$ cat config.mk
export PLATFORM = sky130hd
export DESIGN_NAME = pidfx_queue
export DESIGN_NICKNAME = d
export VERILOG_FILES = /design/src/rtl/core/pidfx_pkg.sv /design/src/rtl/core/pidfx_queue.sv
export SDC_FILE = /design/constraint.sdc
export NUM_CORES = 1
export LEC_CHECK = 0
export BUFFER_PORTS_ARGS = -buffer_cell sky130_fd_sc_hd__buf_2
export CORE_UTILIZATION = 57
export DETAILED_ROUTE_END_ITERATION = 12
export PLACE_DENSITY = 0.79
export SKIP_LAST_GASP = 1
export SYNTH_ARGS = -nofsm -noshare
export SYNTH_HDL_FRONTEND = slang
export SYNTH_SLANG_ARGS = --single-unit
$ cat constraint.sdc
create_clock -name clock -period 2.9 [get_ports clock]
set_input_delay 0.58 -clock clock [delete_from_list [all_inputs] [get_ports clock]]
set_output_delay 0.58 -clock clock [all_outputs]
set_load 0.01 [all_outputs]
$ cat src/rtl/core/pidfx_pkg.sv
// Package for the fixed-point PID controller.
// Widths, queue depths, register index codes and the shared structs.
// No dependencies.
package pidfx_pkg;

   localparam int FRAC_BITS = 12;

   localparam int SMP_W  = 16;
   localparam int ERR_W  = SMP_W + 1;
   localparam int DIFF_W = ERR_W + 1;
   localparam int INT_W  = 25;
   localparam int SUM_W  = INT_W + 1;
   localparam int GAIN_W = 24;
   localparam int DRV_W  = 16;
   localparam int CSR_W  = 25;
   localparam int CSR_IDX_W = 3;

   localparam int PROD_P_W = GAIN_W + ERR_W;
   localparam int PROD_I_W = GAIN_W + INT_W;
   localparam int PROD_D_W = GAIN_W + DIFF_W;
   localparam int ACC_W    = PROD_I_W + 2;
   localparam int RND_W    = ACC_W + 1;
   localparam int Q_W      = RND_W - FRAC_BITS;
   localparam int Y_W      = ACC_W + 1;

   localparam logic [RND_W-1:0] ROUND_HALF = RND_W'((64'(1) << FRAC_BITS) >> 1);

   localparam int MQ_DEPTH = 4;
   localparam int MQ_PTR_W = $clog2(MQ_DEPTH);
   localparam int MQ_CNT_W = $clog2(MQ_DEPTH + 1);
   localparam int OQ_DEPTH = 8;
   localparam int OQ_PTR_W = $clog2(OQ_DEPTH);
   localparam int OQ_CNT_W = $clog2(OQ_DEPTH + 1);

   typedef enum logic [CSR_IDX_W-1:0] {
      CSR_GAIN_P,
      CSR_GAIN_I,
      CSR_GAIN_D,
      CSR_INT_UPPER,
      CSR_INT_LOWER,
      CSR_DRIVE_UPPER,
      CSR_DRIVE_LOWER
   } csr_index_type;

   typedef struct packed {
      logic signed [GAIN_W-1:0] gain_p;
      logic signed [GAIN_W-1:0] gain_i;
      logic signed [GAIN_W-1:0] gain_d;
      logic signed [INT_W-1:0]  integral_upper;
      logic signed [INT_W-1:0]  integral_lower;
      logic signed [DRV_W-1:0]  drive_upper;
      logic signed [DRV_W-1:0]  drive_lower;
   } cfg_type;

   // one classified sample handed from front to back
   typedef struct packed {
      logic signed [ERR_W-1:0]  err;
      logic signed [DIFF_W-1:0] diff;
      logic signed [INT_W-1:0]  integ;
   } work_type;

endpackage

$ cat src/rtl/core/pidfx_queue.sv
// Short queue of classified samples between front and back end.
// Depends on pidfx_pkg.
module pidfx_queue (
   input  logic                 clock,
   input  logic                 reset,
   input  logic                 push,
   input  pidfx_pkg::work_type  entry_in,
   output logic                 full,
   input  logic                 pop,
   output pidfx_pkg::work_type  entry_out,
   output logic                 empty
);

   pidfx_pkg::work_type                mem_ff [pidfx_pkg::MQ_DEPTH];
   logic [pidfx_pkg::MQ_PTR_W-1:0]     wr_ptr_ff;
   logic [pidfx_pkg::MQ_PTR_W-1:0]     rd_ptr_ff;
   logic [pidfx_pkg::MQ_CNT_W-1:0]     count_ff;
   logic                               do_push;
   logic                               do_pop;

   assign full      = (count_ff == pidfx_pkg::MQ_CNT_W'(pidfx_pkg::MQ_DEPTH));
   assign empty     = (count_ff == '0);
   assign do_push   = push && !full;
   assign do_pop    = pop && !empty;
   assign entry_out = mem_ff[rd_ptr_ff];

   always_ff @(posedge clock) begin
      if (do_push) begin
         mem_ff[wr_ptr_ff] <= entry_in;
      end
   end

   always_ff @(posedge clock) begin
      if (reset) begin
         wr_ptr_ff <= '0;
         rd_ptr_ff <= '0;
         count_ff  <= '0;
      end else begin
         if (do_push) wr_ptr_ff <= wr_ptr_ff + 1'b1;
         if (do_pop)  rd_ptr_ff <= rd_ptr_ff + 1'b1;
         if (do_push && !do_pop) begin
            count_ff <= count_ff + 1'b1;
         end else if (do_pop && !do_push) begin
            count_ff <= count_ff - 1'b1;
         end
      end
   end

endmodule

After elaboration in Yosys (flattened, before gate mapping). Memories as Yosys holds them, arrays and structs flattened. A register that Yosys moved wholly into a read port is not among the register bits. Index checks and enable logic that the tools add are counted.

Bits in registers: 7. Bits in latches: 0. RAM bits: 240. Bits in read-only memories: 0. Input bits: 64. Word-level logic and storage cells: 25. Memories kept: 1.

$add $sub $neg: 4. Multiply operators: 0. Div/mod/pow operators: 0. Order comparisons: 0. Eq/ne operators: 1. Shifts and indexed selects: 0. Mux-type cells: 6. Bitwise logic cells: 0. Reduce and logical (&&, ||, !) cells: 10.

Memories: mem_ff (words 4, width 60, read ports 1, clocked after memory_dff 1, wr ports 1, RTL line pidfx_queue.sv:14) `pidfx_pkg::work_type mem_ff [pidfx_pkg::MQ_DEPTH];`.

Operator list (count): $mux 3 (2); $add 2x1->2 const B (2); $logic_and 1x1->1 (4); $logic_not 1->1 (4); $mux 2 (2); $add 3x1->3 const B (1); $eq 3x3->1 const B (1); $logic_not 3->1 (1); $sub 3x1->3 const B (1); $mux 1 (2); $reduce_bool 2->1 (1).

Logic depth before layout (Yosys ltp).
Word-level depth: 7. Gate-level depth with buffers: 8.

Least setup slack after synthesis. Ideal clock, no wire load.

Path type: in2reg. From: input port push. To: memory mem_ff[0][0] (netlist bit), enable pin. Data arrival time: 2309 ps. Path slack: 167 ps. Stages: 3. Buffers on the path: 0. Cell sequence: clkinv_1 > nor2_2 > and2_1.

Word-level cells in the longest chain between the ends: 3.

RTL lines: start, declared (RTL line pidfx_queue.sv:6) `input logic push,`; $logic_and 1x1->1 (RTL line pidfx_queue.sv:23) `assign do_push = push && !full;`; named net do_push (RTL line pidfx_queue.sv:18) `logic do_push;`; $mux 1 (RTL line pidfx_queue.sv:28) `if (do_push) begin`; $mux 1 (not written as such) (RTL line pidfx_queue.sv:29) `mem_ff[wr_ptr_ff] <= entry_in;`; end, declared (RTL line pidfx_queue.sv:14).

The timed path passes the listed nets, and every way through them passes these cells.

==> results.toml <==
[synthesis]
synth_area_leaders = "edfxtp_1, mux4_2, dfxtp_1, buf_12, ha_1"
synth_edf_count = 240
seq_area_frac_synth_pct = 80.35
netlist.area_leader.share_pct = 78.39
synth.most_common_cell = "edfxtp_1"
synth.avg_cell_area_um2 = 25.40
synth_area_um2 = 9194
syn-num-nets = 432
synth-main-ff-cell = "edfxtp_1"
async_flop_share_pct = 0
netlist_instances = 362
synth-seq-cells = 249
synth_commonest_cells = "edfxtp_1, mux4_2, dfxtp_1"
yosysWarnings = 0
synth.distinct_cells = 25
synth_top_cell_by_area = "edfxtp_1"

[job]
cap_violations = 0

[run_status]
status = "complete, no violations"

[global_route]
gr-total-overflow = 0
grt_pass1_wl_um = 23330
grt_pass1_vias = 4351
grt_max_degree = 41
grt_usage_pct = 19.06
antenna_found_initial = 1

[worst_setup_path]
start_kind = "flip-flop"
crit_slowest_cell = "mux4_2"
cp_max_fo = 40
cp_cell_sequence = "buf_12, mux4_2, buf_2"
arrival_ns = 1.92
end_kind = "output port"
max_stage_delay_ns = 0.57
worstSetupPathType = "flip-flop to output port"
required_ns = 2.32

[clock_tree]
clkSlewWorstSetupHoldPaths_ns = 0.06
cts_made_buffers = 24
cts_root_buf = "clkbuf_16"
cts.repair.resized = 0
htreeDepth = 1
cts_tree = "yes"
clockBufferDepth = 3
cts_hold_buf = 0
numClockSinks = 249
post_cts_buffers = 0
clkLatencyLatePin_ns = 0.50

[sta]
finalMaxSlewViolations = 0
fmax_mhz = 400.4
finalCritPeriodShare_pct = 86.12
worstMarginPinSlew_ns = 0.5097
hold_viol = 0
rsz0062_at_grt = "false"
setup_viol = 0
relSlewSlack_pct = 66.02
layout_min_cycle_time_ns = 2.497
finalSetupTns_ns = 0
skew_ns = 0.01520

[finish]
seq_area_um2 = 7392
nNetsFinal = 583
drive_gt1_share_pct = 46.33
antennaDiodeCount = 0
fillers = 977
layoutNonFillerInstCount = 747
area_delta_synth_final_pct = 18.34
multiInputGateArea_um2 = 1633
post-route-util_pct = 68.74

[drt]
met2_length_um = 8173
via_per_inst = 5.565
drc = 0
drt_iter0_drc = 241
met1_length_um = 6140
route.met3.wl_um = 944
vias = 4157
wl_per_cell_um = 20.70
wl_um = 15460
top_layer = "met4"
drt_first_pass_iters = 4
drtAntennaViolNets = 0

[floorplanning]
core_area_um2 = 15830
die_area_um2 = 16640
dieHeight_um = 129
io-pin-count = 126
start_util_pct = 58.09
die_w_um = 129
num_rows = 46

[place]
gp_congestion = 0.6846
dp.cells = 703
port_buffers = 125
hpwl_um = 9664

[min_path]
hold_class = "input pin to flip-flop"

[power_and_ir_drop]
ir_drop_v = 0.0007878
p_leak_nw = 3.699
power_density_nw_per_um2 = 883.3
==> kinds of logic after synthesis <==
family                     count (synthesis)  synth area share (%)
xor gates and xnor gates                   4                0.3810
muxes                                     62                 14.92
AOI/OAI and AO/OA                          6                0.4491
buffers and inverters                     19                 2.000
DFF                                      249                 80.35
and+or+nand+nor                           16                 1.007
adders and majority gates                  6                0.8982
==> critical path: cells and delay by family, from the launching register on <==
kind     cells  cell delay (ns)
flops        1             0.37
mux          1             0.57
buf+inv      2             0.46
==> placed cells by master (no fill, tap or decap), drive strengths merged, types with 2 or more instances in the layout <==
| master | synthesis | layout |
|---|---|---|
| edfxtp | 240 | 240 |
| xor2 | 4 | 4 |
| buf | 14 | 140 |
| o21ai | 2 | 2 |
| nor2 | 6 | 6 |
| a21oi | 2 | 2 |
| ha | 5 | 5 |
| and2 | 4 | 4 |
| inv | 3 | 3 |
| mux4 | 60 | 60 |
| or3 | 2 | 2 |
| nand2b | 2 | 2 |
| clkbuf | 1 | 31 |
| mux2i | 2 | 2 |
| bufinv | 0 | 2 |
| dfxtp | 9 | 9 |
| clkinv | 1 | 11 |
==> layer usage <==
layer / up-vias / global-route usage, %
li1: 1842 / -
met3: 21 / 4.200
met1: 2167 / 24.57
met4: 0 / 4.983
met5: - / 0
met2: 127 / 33.20
==> stage by stage <==
step                hold WS, ns  setup WS [ns]  cell area (µm²)  power, mW
floorplan                0.4818         0.1671             9194      6.055
global placement         0.4951         0.6108            10100      6.647
detailed placement       0.5196         0.5254            10100      6.703
CTS                      0.2737         0.3599            10880      9.720
global route             0.2725         0.2943            10880      10.01
finish                   0.2901         0.4026            10880      9.611
==> flip-flops by register name, indices dropped and copies added (netlist names), named ones only <==
name	flops
count_ff	3
mem_ff	240
rd_ptr_ff	2
wr_ptr_ff	2
==> final timing paths <==
| path | start | end | slack (ns) | depth (start not counted) |
|---|---|---|---|---|
| hold / removal | entry_in[31] | mem_ff[0][31] | 0.29 | 1 |
| hold reg to reg | rd_ptr_ff[1] | flip-flop | 0.53 | 2 |
| setup reg to reg | count_ff[0] | count_ff[2] | 0.69 | 8 |
| setup / recovery | flip-flop | entry_out[23] | 0.40 | 3 |
==> power breakdown <==
| part | total, mW | internal, mW | switching [mW] |
|---|---|---|---|
| Clock | 3.02 | 1.80 | 1.22 |
| Combinational | 2.14 | 1.07 | 1.07 |
| Sequential | 4.45 | 4.33 | 0.126 |
| Total | 9.61 | 7.20 | 2.41 |
==> area by class of cell <==
cell class | count | area share (%)
flip-flops and latches | 249 | 67.94
multi-input cells | 94 | 15.01
repair buffers | 140 | 7.245
clock buffers | 31 | 6.141
well taps | 216 | 2.484
clock inverters | 13 | 1.046
inverters | 4 | 0.1380
No activity file was read; power rests on OpenSTA's default activity.
