==> src/rtl/core/pidfx_pkg.sv <==
// Package for the fixed-point PID controller.
// Widths, queue depths, register index codes and the shared structs.
// No dependencies.
package pidfx_pkg;

   localparam int FRAC_BITS = 12;

   localparam int SMP_W  = 16;
   localparam int ERR_W  = SMP_W + 1;
   localparam int DIFF_W = ERR_W + 1;
   localparam int INT_W  = 25;
   localparam int SUM_W  = INT_W + 1;
   localparam int GAIN_W = 24;
   localparam int DRV_W  = 16;
   localparam int CSR_W  = 25;
   localparam int CSR_IDX_W = 3;

   localparam int PROD_P_W = GAIN_W + ERR_W;
   localparam int PROD_I_W = GAIN_W + INT_W;
   localparam int PROD_D_W = GAIN_W + DIFF_W;
   localparam int ACC_W    = PROD_I_W + 2;
   localparam int RND_W    = ACC_W + 1;
   localparam int Q_W      = RND_W - FRAC_BITS;
   localparam int Y_W      = ACC_W + 1;

   localparam logic [RND_W-1:0] ROUND_HALF = RND_W'((64'(1) << FRAC_BITS) >> 1);

   localparam int MQ_DEPTH = 4;
   localparam int MQ_PTR_W = $clog2(MQ_DEPTH);
   localparam int MQ_CNT_W = $clog2(MQ_DEPTH + 1);
   localparam int OQ_DEPTH = 8;
   localparam int OQ_PTR_W = $clog2(OQ_DEPTH);
   localparam int OQ_CNT_W = $clog2(OQ_DEPTH + 1);

   typedef enum logic [CSR_IDX_W-1:0] {
      CSR_GAIN_P,
      CSR_GAIN_I,
      CSR_GAIN_D,
      CSR_INT_UPPER,
      CSR_INT_LOWER,
      CSR_DRIVE_UPPER,
      CSR_DRIVE_LOWER
   } csr_index_type;

   typedef struct packed {
      logic signed [GAIN_W-1:0] gain_p;
      logic signed [GAIN_W-1:0] gain_i;
      logic signed [GAIN_W-1:0] gain_d;
      logic signed [INT_W-1:0]  integral_upper;
      logic signed [INT_W-1:0]  integral_lower;
      logic signed [DRV_W-1:0]  drive_upper;
      logic signed [DRV_W-1:0]  drive_lower;
   } cfg_type;

   // one classified sample handed from front to back
   typedef struct packed {
      logic signed [ERR_W-1:0]  err;
      logic signed [DIFF_W-1:0] diff;
      logic signed [INT_W-1:0]  integ;
   } work_type;

endpackage

==> src/rtl/core/pidfx_front.sv <==
// Front end: takes a sample, forms error and difference, updates the
// clamped integral and hands the result on. Depends on pidfx_pkg.
module pidfx_front (
   input  logic                                  clock,
   input  logic                                  reset,
   input  logic                                  accept,
   input  logic                                  clear,
   input  logic signed [pidfx_pkg::SMP_W-1:0]    setpoint,
   input  logic signed [pidfx_pkg::SMP_W-1:0]    measured,
   input  pidfx_pkg::cfg_type                    cfg,
   output pidfx_pkg::work_type                   work
);

   logic signed [pidfx_pkg::ERR_W-1:0]  last_error_ff;
   logic signed [pidfx_pkg::INT_W-1:0]  error_sum_ff;
   logic signed [pidfx_pkg::ERR_W-1:0]  err;
   logic signed [pidfx_pkg::DIFF_W-1:0] diff;
   logic signed [pidfx_pkg::SUM_W-1:0]  sum_raw;
   logic signed [pidfx_pkg::SUM_W-1:0]  lim_hi;
   logic signed [pidfx_pkg::SUM_W-1:0]  lim_lo;
   logic signed [pidfx_pkg::INT_W-1:0]  error_sum_in;

   always_comb begin
      err  = pidfx_pkg::ERR_W'($signed(setpoint)) - pidfx_pkg::ERR_W'($signed(measured));
      diff = pidfx_pkg::DIFF_W'(err) - pidfx_pkg::DIFF_W'(last_error_ff);
      sum_raw = pidfx_pkg::SUM_W'(error_sum_ff) + pidfx_pkg::SUM_W'(err);
      lim_hi  = pidfx_pkg::SUM_W'($signed(cfg.integral_upper));
      lim_lo  = pidfx_pkg::SUM_W'($signed(cfg.integral_lower));
      // upper bound wins when the limits are crossed
      priority if (sum_raw > lim_hi) begin
         error_sum_in = cfg.integral_upper;
      end else if (sum_raw < lim_lo) begin
         error_sum_in = cfg.integral_lower;
      end else begin
         error_sum_in = pidfx_pkg::INT_W'(sum_raw);
      end
      work.err   = err;
      work.diff  = diff;
      work.integ = error_sum_in;
   end

   always_ff @(posedge clock) begin
      if (reset || clear) begin
         last_error_ff <= '0;
         error_sum_ff  <= '0;
      end else if (accept) begin
         last_error_ff <= err;
         error_sum_ff  <= error_sum_in;
      end
   end

endmodule

==> config.mk <==
export PLATFORM = sky130hd
export DESIGN_NAME = pidfx_front
export DESIGN_NICKNAME = d
export VERILOG_FILES = /design/src/rtl/core/pidfx_pkg.sv /design/src/rtl/core/pidfx_front.sv
export SDC_FILE = /design/constraint.sdc
export NUM_CORES = 1
export LEC_CHECK = 0
export BUFFER_PORTS_ARGS = -buffer_cell sky130_fd_sc_hd__buf_2
export CAP_MARGIN = 20
export CORE_MARGIN = 1.5
export CORE_UTILIZATION = 45
export DETAILED_ROUTE_END_ITERATION = 12
export GPL_ROUTABILITY_DRIVEN = 0
export PLACE_DENSITY = 0.83
export SYNTH_ARGS = -nofsm -noshare
export SYNTH_HDL_FRONTEND = slang
export SYNTH_SLANG_ARGS = --single-unit
==> constraint.sdc <==
create_clock -name clock -period 9.3 [get_ports clock]
set_input_delay 1.86 -clock clock [delete_from_list [all_inputs] [get_ports clock]]
set_output_delay 1.86 -clock clock [all_outputs]
set_load 0.03 [all_outputs]
# After elaboration in Yosys (flattened, before gate mapping)
# Cells that the tools add are included.
[totals]
ff_bits = 42
elab_cells = 10
inputBits = 190
[op_classes]
n_lt_le_gt_ge = 2
mux = 2
addsub = 3
reduce_logical = 1
[op_table]
columns = ["cell", "n"]
rows = [
  ["25-bit two-way mux", 2],
  ["25-bit by 17-bit adder with 26-bit output", 1],
  ["26-bit by 25-bit greater-than comparator with 1-bit output", 1],
  ["26-bit by 25-bit less-than comparator with 1-bit output", 1],
  ["17-bit by 17-bit subtractor with 18-bit output", 1],
  ["16-bit by 16-bit subtractor with 17-bit output", 1],
  ["1-bit logical OR", 1],
]

# Logic depth before layout (Yosys ltp)
[depth]
ltp_word = 5
ltp_mapped = 29
ltp_nobuf = 27

# Worst setup path after synthesis
# OpenSTA, ideal clock, no wires.
[synth_timing]
path_kind = "input to output"
startpoint = "in measured[7] (netlist name)"
endpoint = "out work[11] (netlist name)"
path_stages = 24
setup_slack_ns = -0.720
t_arrival_ns = 8.160
path_cell_list = "inv_1 > ha_1 > a21oi_1 > o21ai_0 > o41ai_1 > a21boi_0 > ha_1 > and3_1 > o2111ai_2 > o211a_1 > or3b_1 > a31oi_1 > o21ai_0 > a31o_2 > ha_1 > nand4_1 > nor3_1 > a22oi_2 > a21oi_1 > a21o_1 > buf_2 > clkinv_2 > mux2i_1 > o21ai_0"
[synth_rtl]
columns = ["item", "line", "rtl"]
rows = [
  ["from (decl)", "pidfx_front.sv:9", "input logic signed [pidfx_pkg::SMP_W-1:0] measured,"],
  ["to (decl)", "pidfx_front.sv:11", "output pidfx_pkg::work_type work"],
]

==> load_flow_metrics.sql <==
INSERT INTO impl_metrics (metric_group, metric, value, unit) VALUES
('logic_synthesis', 'synth.lib_cells_used.distinct', '74', ''),
('route', 'avg_vias_per_cell', '6.00', ''),
('worst_setup_path', 'arrival', '7.75', 'ns'),
('route', 'drc', '0', ''),
('floorplanning', 'rows', '43', ''),
('pwr', 'design_power', '0.00217', 'W'),
('pwr', 'power_density', '220', 'mW/mm^2'),
('floorplanning', 'design.portCount', '250', ''),
('sta', 'clock.fmax', '0.104', 'GHz'),
('worst_setup_path', 'timing.critical_path.max_delay_family', 'compound AO/OA/AOI/OAI gates', ''),
('floorplanning', 'start_util', '0.460', ''),
('run_status', 'failed_checks', 'negative setup slack', ''),
('worst_setup_path', 'r2r_slack', '4.13', 'ns'),
('worst_setup_path', 'worst_path_max_delay_cell', 'sky130_fd_sc_hd__o41ai_2', ''),
('sta', 'layout_min_cycle_time', '9.61', 'ns'),
('floorplanning', 'die_x', '122', 'um'),
('logic_synthesis', 'postSynth.topFlopCell', 'sky130_fd_sc_hd__dfxtp_1', ''),
('cts', 'cts_sinks', '42', ''),
('global_route', 'global_route.usage.total', '0.291', ''),
('global_route', 'antenna_found_initial', '0', ''),
('sta', 'timing.setup.tns', '-6.00', 'ns'),
('route', 'drt_iter0_markers', '585', ''),
('floorplanning', 'coreArea', '0.0139', 'mm^2'),
('finish', 'layout_common_cells', '159 x sky130_fd_sc_hd__buf_4, 118 x sky130_fd_sc_hd__buf_2, 102 x sky130_fd_sc_hd__inv_1', ''),
('global_route', 'first_global_vias', '7408', ''),
('worst_setup_path', 'worst_setup_path_start_kind', 'input port', ''),
('logic_synthesis', 'synth-warning-count', '0', ''),
('worst_setup_path', 'critical_path.max_stage_delay', '0.37', 'ns'),
('worst_setup_path', 'critical_path_class', 'input port to output port', ''),
('sta', 'timing.slew.headroom', '0.446', ''),
('cts', 'tritoncts', 'done', ''),
('sta', 'hold_fails_final_rpt', '0', ''),
('sta', 'layout_setup_ws', '-0.314', 'ns'),
('worst_setup_path', 'type_of_element_capturing_the_critical_path', 'output port', ''),
('finish', 'num-nets-final', '1462', ''),
('route', 'postRouteWirelength', '25300', 'um'),
('route', 'vias', '8024', ''),
('cts', 'cts_htree_levels', '2', ''),
('global_route', 'grt_pass1_wl', '34400', 'um'),
('logic_synthesis', 'synth.net_count', '1157', ''),
('worst_setup_path', 'path_buf_inv', '6', ''),
('run_status', 'run_status', 'finished with violations', ''),
('floorplanning', 'die-area', '0.0149', 'mm^2'),
('logic_synthesis', 'yosysSeqAreaShare', '0.132', ''),
('route', 'ant_nets', '0', ''),
('logic_synthesis', 'avgSynthCellArea', '7.50', 'um^2'),
('worst_hold_path', 'min-delay-path-class', 'register to register', ''),
('cts', 'cts.clk_slew.worst_paths', '0.06', 'ns'),
('sta', 'unrepaired_setup_endpoints_after_global_routing', 'yes', ''),
('worst_setup_path', 'worst-endpoint-required', '7.44', 'ns'),
('finish', 'mostFrequentLayoutCell', 'sky130_fd_sc_hd__buf_4', ''),
('sta', 'fin_crit_sh', '1.03', ''),
('cts', 'clk_path_buf_depth', '2', ''),
('finish', 'syn_to_layout_area_delta', '54.5', '%'),
('cts', 'tritoncts_buffer_count', '5', ''),
('logic_synthesis', 'async_flop_share', '0', ''),
('sta', 'worst-slew-pin-transition', '0.829', 'ns'),
('placement', 'place.port_buffers', '145', ''),
('finish', 'finalInstanceArea', '0.00986', 'mm^2'),
('sta', 'report.final.slew_viol_count', '0', ''),
('finish', 'finish.utilization', '0.710', ''),
('cts', 'cts.hold.buffers_added', '0', ''),
('worst_setup_path', 'critical_path.max_fanout', '4', ''),
('global_route', 'pin_count_of_the_biggest_net_entering_global_routing', '42', ''),
('sta', 'finalClockSkew', '0.0184', 'ns'),
('cts', 'clk_root_buffer_cell', 'sky130_fd_sc_hd__clkbuf_16', ''),
('finish', 'final_layout_size_suffix_gt1_frac', '0.424', ''),
('global_route', 'gr-total-overflow', '0', ''),
('logic_synthesis', 'synth-seq-cells', '42', ''),
('logic_synthesis', 'post_synth_inst_count', '851', ''),
('worst_setup_path', 'timing.critical_path.mode_cell', 'sky130_fd_sc_hd__buf_4', ''),
('route', 'wire_per_inst', '18.9', 'um'),
('pwr', 'ir_worst_vdd', '0.138', 'mV'),
('floorplanning', 'fp.dieH', '122', 'um'),
('route', 'detailedRoute.firstPassIterationCount', '5', ''),
('job', 'timing.max_cap.violations', '0', ''),
('logic_synthesis', 'synth_enable_flop_cells', '0', ''),
('placement', 'detailed_place_hpwl', '16700', 'um'),
('sta', 'setup_viol', '25', ''),
('logic_synthesis', 'synth.cell_area', '0.00638', 'mm^2'),
('cts', 'clkLatencyLatePin', '0.31', 'ns'),
('placement', 'detailed_place.area', '0.00854', 'mm^2'),
('pwr', 'leakagePower', '4.89', 'nW');
[through the flow]
step	worst slack, ns	hold slack [ns]	cells
6_report	-0.314	0.485	1338
4_1_cts	-0.00322	0.478	1315
5_1_grt	-0.488	0.505	1337
3_5_place_dp	-0.657	0.468	1297
3_3_place_gp	-0.568	0.454	1297
2_1_floorplan	0.00602	0.445	851
[power by group]
part	switching (W)	internal (W)
logic	0.000999	0.000767
registers	0.0000103	0.000194
clock network	0.0000927	0.000107
[cell usage after synthesis (4+ instances only)]
cell	n	area share
sky130_fd_sc_hd__nand3b_1	4	0.0047
sky130_fd_sc_hd__nor2_1	92	0.054
sky130_fd_sc_hd__mux2i_1	23	0.036
sky130_fd_sc_hd__or2_2	8	0.0078
sky130_fd_sc_hd__xnor2_1	29	0.040
sky130_fd_sc_hd__o21a_1	13	0.015
sky130_fd_sc_hd__dfxtp_1	42	0.13
sky130_fd_sc_hd__a31oi_1	10	0.0098
sky130_fd_sc_hd__inv_1	105	0.062
sky130_fd_sc_hd__a211oi_1	18	0.021
sky130_fd_sc_hd__o31a_1	4	0.0055
sky130_fd_sc_hd__and3_1	11	0.011
sky130_fd_sc_hd__a21oi_1	68	0.053
sky130_fd_sc_hd__and2_1	6	0.0059
sky130_fd_sc_hd__ha_1	113	0.22
sky130_fd_sc_hd__nor3_1	30	0.024
sky130_fd_sc_hd__o31ai_1	5	0.0059
sky130_fd_sc_hd__o211a_1	6	0.0094
sky130_fd_sc_hd__nand4_1	11	0.011
sky130_fd_sc_hd__o21ai_0	28	0.022
sky130_fd_sc_hd__a211o_1	5	0.0069
sky130_fd_sc_hd__a2111oi_0	5	0.0069
sky130_fd_sc_hd__xor2_1	11	0.015
sky130_fd_sc_hd__o211ai_1	6	0.0071
sky130_fd_sc_hd__o32ai_1	7	0.0096
sky130_fd_sc_hd__nand2_1	42	0.025
sky130_fd_sc_hd__a21boi_0	5	0.0059
sky130_fd_sc_hd__nor2b_1	16	0.016
sky130_fd_sc_hd__nand2b_1	4	0.0039
sky130_fd_sc_hd__a21o_1	27	0.032
sky130_fd_sc_hd__clkbuf_1	15	0.0088
sky130_fd_sc_hd__a31o_2	11	0.015
sky130_fd_sc_hd__nand3_1	9	0.0071
[final timing paths]
check	start	to	cells past startpoint
setup / recovery	measured[1]	work[19]	28
hold / removal	last_error_ff[13]$_SDFFE_PP0P_	last_error_ff[13]$_SDFFE_PP0P_	2
setup reg to reg	error_sum_ff[0]$_SDFFE_PP0P_	error_sum_ff[19]$_SDFFE_PP0P_	23
hold reg to reg	last_error_ff[13]$_SDFFE_PP0P_	last_error_ff[13]$_SDFFE_PP0P_	2
[sequential cells by signal, summed over array words and instances (netlist names)]
| register | flops |
|---|---|
| error_sum_ff | 25 |
| last_error_ff | 17 |
[final cells by class]
cell class / count / area (um^2)
Multi-Input combinational cell: 681 / 5950
Fill cell: 961 / 4020
Timing Repair Buffer: 319 / 2280
Sequential cell: 42 / 841
Inverter: 107 / 407
Tap cell: 180 / 225
Clock buffer: 6 / 139
Clock inverter: 2 / 12.5
Antenna cell: 1 / 2.50
[worst min-delay path, stage by stage (launching register included)]
cell	delay, ns
sky130_fd_sc_hd__dfxtp_1	0.32
sky130_fd_sc_hd__nand2_1	0.06
sky130_fd_sc_hd__a21oi_1	0.06
[layer usage]
layer | up-vias | global-route usage | routed length [um]
li1 | 3693 | - | -
met3 | 129 | 0.0375 | 2140
met2 | 490 | 0.516 | 11900
met1 | 3712 | 0.345 | 9810
met4 | 0 | 0.141 | 1510
met5 | - | 0 | 0
[logic make-up after synthesis]
logic type | Yosys count | share of synthesized area
flops | 42 | 0.132
compound gates | 253 | 0.281
xor+xnor | 41 | 0.0575
fa+ha+maj | 116 | 0.231
mux | 23 | 0.0361
buf+inv | 130 | 0.0781
simple gates | 246 | 0.185
[what timing repair did]
action	4_1_cts	5_1_grt
pin swaps	40	43
endpoints found under the setup margin	25	25
resized for setup	70	139
gates cloned	1	2
setup buffers	10	20
No activity file was read; power rests on OpenSTA's default activity.
