## config.mk

```make
export PLATFORM = sky130hd
export DESIGN_NAME = pidfx_back
export DESIGN_NICKNAME = d
export VERILOG_FILES = /design/src/rtl/core/pidfx_pkg.sv /design/src/rtl/core/pidfx_back.sv
export SDC_FILE = /design/constraint.sdc
export NUM_CORES = 2
export LEC_CHECK = 0
export BUFFER_PORTS_ARGS = -buffer_cell sky130_fd_sc_hd__buf_2
export CAP_MARGIN = 25
export CORE_ASPECT_RATIO = 0.7
export CORE_UTILIZATION = 28
export DETAILED_ROUTE_END_ITERATION = 7
export HOLD_SLACK_MARGIN = 0.12
export PLACE_DENSITY = 0.47
export SYNTH_ARGS = -nofsm -noshare
export SYNTH_HDL_FRONTEND = slang
export SYNTH_SLANG_ARGS = --single-unit
```

## constraint.sdc

```tcl
create_clock -name clock -period 9.97 [get_ports clock]
set_clock_uncertainty 0.15 [all_clocks]
set_input_delay 0 -clock clock [delete_from_list [all_inputs] [get_ports clock]]
set_output_delay 0 -clock clock [all_outputs]
set_load 0.01 [all_outputs]
```

## src/rtl/core/pidfx_pkg.sv

```systemverilog
// Package for the fixed-point PID controller.
// Widths, queue depths, register index codes and the shared structs.
// No dependencies.
package pidfx_pkg;

   localparam int FRAC_BITS = 12;

   localparam int SMP_W  = 16;
   localparam int ERR_W  = SMP_W + 1;
   localparam int DIFF_W = ERR_W + 1;
   localparam int INT_W  = 25;
   localparam int SUM_W  = INT_W + 1;
   localparam int GAIN_W = 24;
   localparam int DRV_W  = 16;
   localparam int CSR_W  = 25;
   localparam int CSR_IDX_W = 3;

   localparam int PROD_P_W = GAIN_W + ERR_W;
   localparam int PROD_I_W = GAIN_W + INT_W;
   localparam int PROD_D_W = GAIN_W + DIFF_W;
   localparam int ACC_W    = PROD_I_W + 2;
   localparam int RND_W    = ACC_W + 1;
   localparam int Q_W      = RND_W - FRAC_BITS;
   localparam int Y_W      = ACC_W + 1;

   localparam logic [RND_W-1:0] ROUND_HALF = RND_W'((64'(1) << FRAC_BITS) >> 1);

   localparam int MQ_DEPTH = 4;
   localparam int MQ_PTR_W = $clog2(MQ_DEPTH);
   localparam int MQ_CNT_W = $clog2(MQ_DEPTH + 1);
   localparam int OQ_DEPTH = 8;
   localparam int OQ_PTR_W = $clog2(OQ_DEPTH);
   localparam int OQ_CNT_W = $clog2(OQ_DEPTH + 1);

   typedef enum logic [CSR_IDX_W-1:0] {
      CSR_GAIN_P,
      CSR_GAIN_I,
      CSR_GAIN_D,
      CSR_INT_UPPER,
      CSR_INT_LOWER,
      CSR_DRIVE_UPPER,
      CSR_DRIVE_LOWER
   } csr_index_type;

   typedef struct packed {
      logic signed [GAIN_W-1:0] gain_p;
      logic signed [GAIN_W-1:0] gain_i;
      logic signed [GAIN_W-1:0] gain_d;
      logic signed [INT_W-1:0]  integral_upper;
      logic signed [INT_W-1:0]  integral_lower;
      logic signed [DRV_W-1:0]  drive_upper;
      logic signed [DRV_W-1:0]  drive_lower;
   } cfg_type;

   // one classified sample handed from front to back
   typedef struct packed {
      logic signed [ERR_W-1:0]  err;
      logic signed [DIFF_W-1:0] diff;
      logic signed [INT_W-1:0]  integ;
   } work_type;

endpackage

```

## src/rtl/core/pidfx_back.sv

```systemverilog
// Back end: four-stage datapath (gain products, sum, round, clamp) feeding
// a result queue. Issue is credit based on the result queue's free space.
// Depends on pidfx_pkg.
module pidfx_back (
   input  logic                                 clock,
   input  logic                                 reset,
   input  logic                                 work_avail,
   input  pidfx_pkg::work_type                  work,
   output logic                                 work_take,
   input  pidfx_pkg::cfg_type                   cfg,
   output logic                                 out_empty,
   input  logic                                 out_pop,
   output logic signed [pidfx_pkg::DRV_W-1:0]   out_drive
);

   // stage valids
   logic v1_ff, v2_ff, v3_ff, v4_ff;

   logic signed [pidfx_pkg::PROD_P_W-1:0] prod_p_ff, prod_p_in;
   logic signed [pidfx_pkg::PROD_I_W-1:0] prod_i_ff, prod_i_in;
   logic signed [pidfx_pkg::PROD_D_W-1:0] prod_d_ff, prod_d_in;
   logic signed [pidfx_pkg::ACC_W-1:0]    acc_ff, acc_in;
   logic [pidfx_pkg::ACC_W-1:0]           mag;
   logic [pidfx_pkg::RND_W-1:0]           rnd;
   logic [pidfx_pkg::Q_W-1:0]             quot_ff, quot_in;
   logic                                  neg_ff;
   logic signed [pidfx_pkg::Y_W-1:0]      y_val;
   logic signed [pidfx_pkg::Y_W-1:0]      y_hi;
   logic signed [pidfx_pkg::Y_W-1:0]      y_lo;
   logic signed [pidfx_pkg::DRV_W-1:0]    drive_ff, drive_in;

   logic signed [pidfx_pkg::DRV_W-1:0]    oq_mem_ff [pidfx_pkg::OQ_DEPTH];
   logic [pidfx_pkg::OQ_PTR_W-1:0]        oq_wr_ff;
   logic [pidfx_pkg::OQ_PTR_W-1:0]        oq_rd_ff;
   logic [pidfx_pkg::OQ_CNT_W-1:0]        oq_count_ff;
   logic [pidfx_pkg::OQ_CNT_W-1:0]        in_flight;
   logic [pidfx_pkg::OQ_CNT_W:0]          committed;
   logic                                  oq_pop;

   assign in_flight = pidfx_pkg::OQ_CNT_W'(v1_ff) + pidfx_pkg::OQ_CNT_W'(v2_ff)
                    + pidfx_pkg::OQ_CNT_W'(v3_ff) + pidfx_pkg::OQ_CNT_W'(v4_ff);
   assign committed = (pidfx_pkg::OQ_CNT_W+1)'(in_flight)
                    + (pidfx_pkg::OQ_CNT_W+1)'(oq_count_ff);
   // a beat is only issued if a result slot is guaranteed
   assign work_take = work_avail
                    && (committed < (pidfx_pkg::OQ_CNT_W+1)'(pidfx_pkg::OQ_DEPTH));

   always_comb begin
      prod_p_in = $signed(cfg.gain_p) * $signed(work.err);
      prod_i_in = $signed(cfg.gain_i) * $signed(work.integ);
      prod_d_in = $signed(cfg.gain_d) * $signed(work.diff);

      acc_in = pidfx_pkg::ACC_W'(prod_p_ff) + pidfx_pkg::ACC_W'(prod_i_ff)
             + pidfx_pkg::ACC_W'(prod_d_ff);

      // round half away from zero on the magnitude
      mag     = acc_ff[pidfx_pkg::ACC_W-1] ? pidfx_pkg::ACC_W'(-acc_ff)
                                           : pidfx_pkg::ACC_W'(acc_ff);
      rnd     = pidfx_pkg::RND_W'(mag) + pidfx_pkg::ROUND_HALF;
      quot_in = pidfx_pkg::Q_W'(rnd >> pidfx_pkg::FRAC_BITS);

      y_val = pidfx_pkg::Y_W'(quot_ff);
      if (neg_ff) y_val = -y_val;
      y_hi = pidfx_pkg::Y_W'($signed(cfg.drive_upper));
      y_lo = pidfx_pkg::Y_W'($signed(cfg.drive_lower));
      priority if (y_val > y_hi) begin
         drive_in = cfg.drive_upper;
      end else if (y_val < y_lo) begin
         drive_in = cfg.drive_lower;
      end else begin
         drive_in = pidfx_pkg::DRV_W'(y_val);
      end
   end

   always_ff @(posedge clock) begin
      prod_p_ff <= prod_p_in;
      prod_i_ff <= prod_i_in;
      prod_d_ff <= prod_d_in;
      acc_ff    <= acc_in;
      quot_ff   <= quot_in;
      neg_ff    <= acc_ff[pidfx_pkg::ACC_W-1];
      drive_ff  <= drive_in;
   end

   always_ff @(posedge clock) begin
      if (reset) begin
         v1_ff <= 1'b0;
         v2_ff <= 1'b0;
         v3_ff <= 1'b0;
         v4_ff <= 1'b0;
      end else begin
         v1_ff <= work_take;
         v2_ff <= v1_ff;
         v3_ff <= v2_ff;
         v4_ff <= v3_ff;
      end
   end

   // result queue
   assign out_empty = (oq_count_ff == '0);
   assign oq_pop    = out_pop && !out_empty;
   assign out_drive = oq_mem_ff[oq_rd_ff];

   always_ff @(posedge clock) begin
      if (v4_ff) begin
         oq_mem_ff[oq_wr_ff] <= drive_ff;
      end
   end

   always_ff @(posedge clock) begin
      if (reset) begin
         oq_wr_ff    <= '0;
         oq_rd_ff    <= '0;
         oq_count_ff <= '0;
      end else begin
         if (v4_ff)  oq_wr_ff <= oq_wr_ff + 1'b1;
         if (oq_pop) oq_rd_ff <= oq_rd_ff + 1'b1;
         if (v4_ff && !oq_pop) begin
            oq_count_ff <= oq_count_ff + 1'b1;
         end else if (oq_pop && !v4_ff) begin
            oq_count_ff <= oq_count_ff - 1'b1;
         end
      end
   end

endmodule

```

; ---- After elaboration in Yosys (flattened, before gate mapping)
; Memories as Yosys holds them, arrays and structs flattened. A register that Yosys moved wholly into a read port is not among the register bits.
; Cells that the tools add are included.
[classes]
n_lt_le_gt_ge = 3
mul = 3
n_addsub = 13
n_reduce_logical = 9
n_mux = 10
[op_table]
columns = op, count
row1 = $add A51 B12 Y52 const B, 1
row2 = $gt A52 B16 Y1, 1
row3 = $lt A52 B16 Y1, 1
row4 = $mux W52, 1
row5 = $neg A40 Y52, 1
row6 = $add A50 B42 Y51, 1
row7 = $mux W51, 1
row8 = $neg A51 Y51, 1
row9 = $add A41 B49 Y50, 1
row10 = $mul A24 B25 Y49, 1
row11 = $mul A24 B18 Y42, 1
row12 = $mul A24 B17 Y41, 1
row13 = $mux W16, 2
row14 = $mux W4, 2
row15 = $add A3 B1 Y3 const B, 2
row16 = $mux W3, 2
row17 = $add A4 B4 Y5, 1
row18 = $lt A5 B4 Y1 const B, 1
row19 = $add A3 B1 Y4, 1
row20 = $add A4 B1 Y4 const B, 1
row21 = $logic_and A1 B1 Y1, 4
row22 = $logic_not A4 Y1, 1
row23 = $sub A4 B1 Y4 const B, 1
row24 = $add A2 B1 Y3, 1
row25 = other kinds (4), 7
[word_totals]
memories = 1
ram_bits = 128
register_bits = 254
[mem_list]
columns = name, depth, width, rd, rd_clocked_by_memory_dff, wr, line_no
row1 = oq_mem_ff, 8, 16, 1, 1, 1, pidfx_back.sv:32  ; logic signed [pidfx_pkg::DRV_W-1:0] oq_mem_ff [pidfx_pkg::OQ_DEPTH];

; ---- Logic depth before layout (Yosys ltp)
[logic_depth]
ltp_word = 6
ltp_mapped = 27
ltp_nobuf = 26

; ---- Worst setup path before layout
; Ideal clock, no wire load.
[synth_timing]
path_kind = in2reg
startpoint = input port cfg[109] (netlist bit)
endpoint = register prod_i_ff[46] (netlist bit)
required_ns = 9.698
cell_stages = 26
t_arrival_ns = 6.696
path_slack_ns = 3.002
setup_time_ns = 0.122
path_cell_list = clkbuf_1 clkbuf_1 nand2_1 fa_1 inv_1 fa_1 inv_1 fa_1 fa_1 inv_1 fa_1 fa_1 inv_1 fa_1 inv_1 ha_1 a21oi_1 a21oi_1 nor3_1 nand4_1 o21a_1 o41a_1 o41ai_1 o21a_1 nor3_1 a311o_1
[synth_between]
elab_chain_cells = 1
[synth_lines]
columns = item, line_no
row1 = "start, declared", pidfx_back.sv:10  ; input pidfx_pkg::cfg_type cfg,
row2 = $mul A24 B25 Y49, pidfx_back.sv:50  ; prod_i_in = $signed(cfg.gain_i) * $signed(work.integ);
row3 = "named net prod_i_in, one bit", pidfx_back.sv:20  ; logic signed [pidfx_pkg::PROD_I_W-1:0] prod_i_ff, prod_i_in;
row4 = "end signal, assigned", pidfx_back.sv:77  ; prod_i_ff <= prod_i_in;
row5 = "end, declared", pidfx_back.sv:20
; The timed path passes the listed nets, and every way through them passes these cells.
; A chain may end at the register's enable or synchronous reset.

; ---- Worst setup path after layout
[layout_timing]
startpoint = input port cfg[107] (netlist bit)
endpoint = register prod_i_ff[46] (netlist bit)
; The elaborated chain is that of the path after synthesis.

==> flow_summary.json <==
{
  "clkSlewWorstSetupHoldPaths_ns": 0.06,
  "post-synth-top-area-fraction": 0.428,
  "cts-root-buf": "clkbuf_16",
  "path_class": "input pin to flip-flop",
  "synth_mux_area_frac": 0.0185,
  "cts_num_sinks": 385,
  "dr.pass1.iters": 5,
  "yosysTopAreaCell": "fa_1",
  "placed_cells": 10600,
  "wl_um": 193000,
  "gp_congestion": 0.845,
  "fill_cells": 25900,
  "min_period_ns": 8.03,
  "hold_start": "work[25]",
  "drtIter0Drc": 2898,
  "grt_pass1_wl_um": 308000,
  "yosysSeqAreaShare": 0.127,
  "setup_viol": 0,
  "top_usage_layer": "met1",
  "postCtsSetupRepairBufs": 0,
  "post_cts_resized": 0,
  "grt_use_met3": 0.0264,
  "io_buffers": 185,
  "worst_r2r_path_depth": 21,
  "syn-num-nets": 9552,
  "arrival_ns": 8.35,
  "antenna_found_initial": 35,
  "dpl_worst_slack_ns": 1.74,
  "fin_crit_sh": 0.805,
  "reg2reg_from": "quot_ff[3]$_DFF_P_",
  "reg2reg_to": "drive_ff[0]$_DFF_P_",
  "worst_setup_path_end_kind": "flip-flop",
  "start_util": 0.283,
  "tightest_slew_ns": 1.05,
  "synth_area_leaders": "fa_1 (43%), ha_1 (8.9%), inv_1 (8.2%)",
  "synthXorXnorAreaFrac": 0.0350,
  "hold_end": "prod_d_ff[1]$_DFF_P_",
  "layout-drive-gt1-share": 0.0482,
  "cts_buffers": 40,
  "syn_area_um2": 70500,
  "routedWlPerCell_um": 18.0,
  "hpwlAfterDp_um": 156000,
  "synth_compound_area_frac": 0.0606,
  "ioPinCount": 236,
  "grt_use_met2": 0.228,
  "slew_violations": 0,
  "async_flop_share": 0,
  "worstSetupStartpointType": "input pin",
  "synth_ff_type": "dfxtp_1",
  "final_common_cell": "inv_1",
  "synth_top_family_by_area": "adder cells",
  "status": "completed",
  "relSlewSlack": 0.296,
  "max_clock_freq_mhz": 125,
  "fp.dieW_um": 602,
  "grt_use_total": 0.155,
  "viasPerCell": 4.55,
  "whs_path_depth": 3,
  "core-area_um2": 249000,
  "maxCapViolCount": 0,
  "crit_fanout": 25,
  "ys_ff_latch": 385,
  "most-common-layout-cells": "inv_1 (1548), fa_1 (1507), nand2_1 (921), and2_1 (601), ha_1 (501)",
  "synthSimpleGateAreaFrac": 0.144,
  "drc_errors": 0,
  "synth_warnings": 0,
  "synth_edf_count": 128,
  "cts_buffer_depth": 3,
  "htreeDepth": 2,
  "instances_no_fill": 10700,
  "clock_latency_ns": 0.59,
  "die_area_um2": 254000,
  "use_met1": 0.239,
  "cts_tree": "yes",
  "postRouteAntennaNets": 0,
  "hold_class": "input pin to flip-flop",
  "worst_slack_ns": 1.94,
  "tns_ns": 0,
  "nets": 9566,
  "finalHoldViolations": 0,
  "rsz0062_at_grt": "false",
  "num_vias": 48700,
  "synth_cell_types": 81,
  "rrSetupSlack_ns": 2.36,
  "cp.required_ns": 10.30,
  "syn2layout_area_growth_pct": 8.61,
  "overflow": 0,
  "synth_fa_ha_area_frac": 0.517,
  "die-height_um": 422,
  "syn_inst": 7326,
  "syn_area_per_cell_um2": 9.63,
  "first_global_vias": 52100,
  "rows": 153,
  "grt_max_degree": 52
}
[repair_timing]
item                                    in CTS  in global routing
hold buffers                                51                  0
endpoints found under the hold margin       44                  0
endpoints found under the setup margin       0                  0
[synthesized netlist by cell type, types with 128 or more instances]
| cell | instances |
|---|---|
| xnor2_1 | 225 |
| edfxtp_1 | 128 |
| nor2_1 | 182 |
| ha_1 | 501 |
| inv_1 | 1548 |
| a21oi_1 | 174 |
| o21ai_0 | 133 |
| fa_1 | 1507 |
| dfxtp_1 | 257 |
| and2_1 | 601 |
| nand2_1 | 921 |
| clkbuf_1 | 271 |
[metal layers]
layer,wire (µm),vias to the layer above
met2,80600,1127
met5,127,-
met4,3020,18
met1,97600,25100
li1,-,22400
met3,11300,166
[flip-flops by register name, indices dropped and copies added, names as in the netlist, named ones only]
signal	cells
oq_mem_ff	128
acc_ff	51
prod_i_ff	49
prod_d_ff	42
prod_p_ff	41
quot_ff	40
drive_ff	16
oq_count_ff	4
oq_rd_ff	3
oq_wr_ff	3
neg_ff	1
v1_ff	1
v2_ff	1
v3_ff	1
v4_ff	1
[cell type report]
class	count	area, µm²	area share
Multi-Input combinational cell	5104	54700	0.714
Clock buffer	53	1130	0.0148
Sequential cell	385	8990	0.117
Clock inverter	20	170	0.00222
Antenna cell	11	27.5	0.000359
Inverter	1550	5820	0.0759
Timing Repair Buffer	259	1630	0.0213
Tap cell	3332	4170	0.0544
[kinds of logic after synthesis]
logic type	after synthesis
and+or+nand+nor	2066
adders and majority gates	2008
buffers and inverters	1837
AOI/OAI and AO/OA	659
DFF	385
xor gates and xnor gates	282
muxes	88
other	1
[stage by stage]
stage          hold WS [ns]   util  cell area (µm²)
5_1_grt               0.171  0.307            76600
2_1_floorplan       -0.0809      -            70500
4_1_cts               0.133  0.307            76600
6_report              0.167  0.307            76600
3_3_place_gp          0.150  0.300            74700
3_5_place_dp          0.171  0.300            74700
[worst max-delay path: stages]
cell,delay (ns)
dlygate4sd3_1,0.52
buf_2,0.40
and2_1,0.23
fa_1,0.45
fa_1,0.56
inv_1,0.06
fa_1,0.51
fa_1,0.51
inv_1,0.06
fa_1,0.50
fa_1,0.50
inv_1,0.05
fa_1,0.52
inv_1,0.06
ha_1,0.35
a21oi_1,0.17
a21oi_1,0.08
nor3_1,0.54
nand4_1,0.20
o21a_1,0.28
o41a_1,0.43
o41ai_1,0.64
o21a_1,0.39
nor3_1,0.07
a311o_1,0.27
[how the worst max path moves through the flow]
stage             start                     to  depth (start not counted)
2_1_floorplan  cfg[109]  prod_i_ff[46]$_DFF_P_                         26
3_3_place_gp   cfg[109]  prod_i_ff[46]$_DFF_P_                         25
3_5_place_dp   cfg[109]  prod_i_ff[46]$_DFF_P_                         25
4_1_cts        cfg[106]  prod_i_ff[46]$_DFF_P_                         25
5_1_grt        cfg[106]  prod_i_ff[41]$_DFF_P_                         28
6_report       cfg[107]  prod_i_ff[46]$_DFF_P_                         25
Power is left out: the tool's default activity adds up to more than one toggle a clock period on the data nets, which glitch-free logic cannot reach.
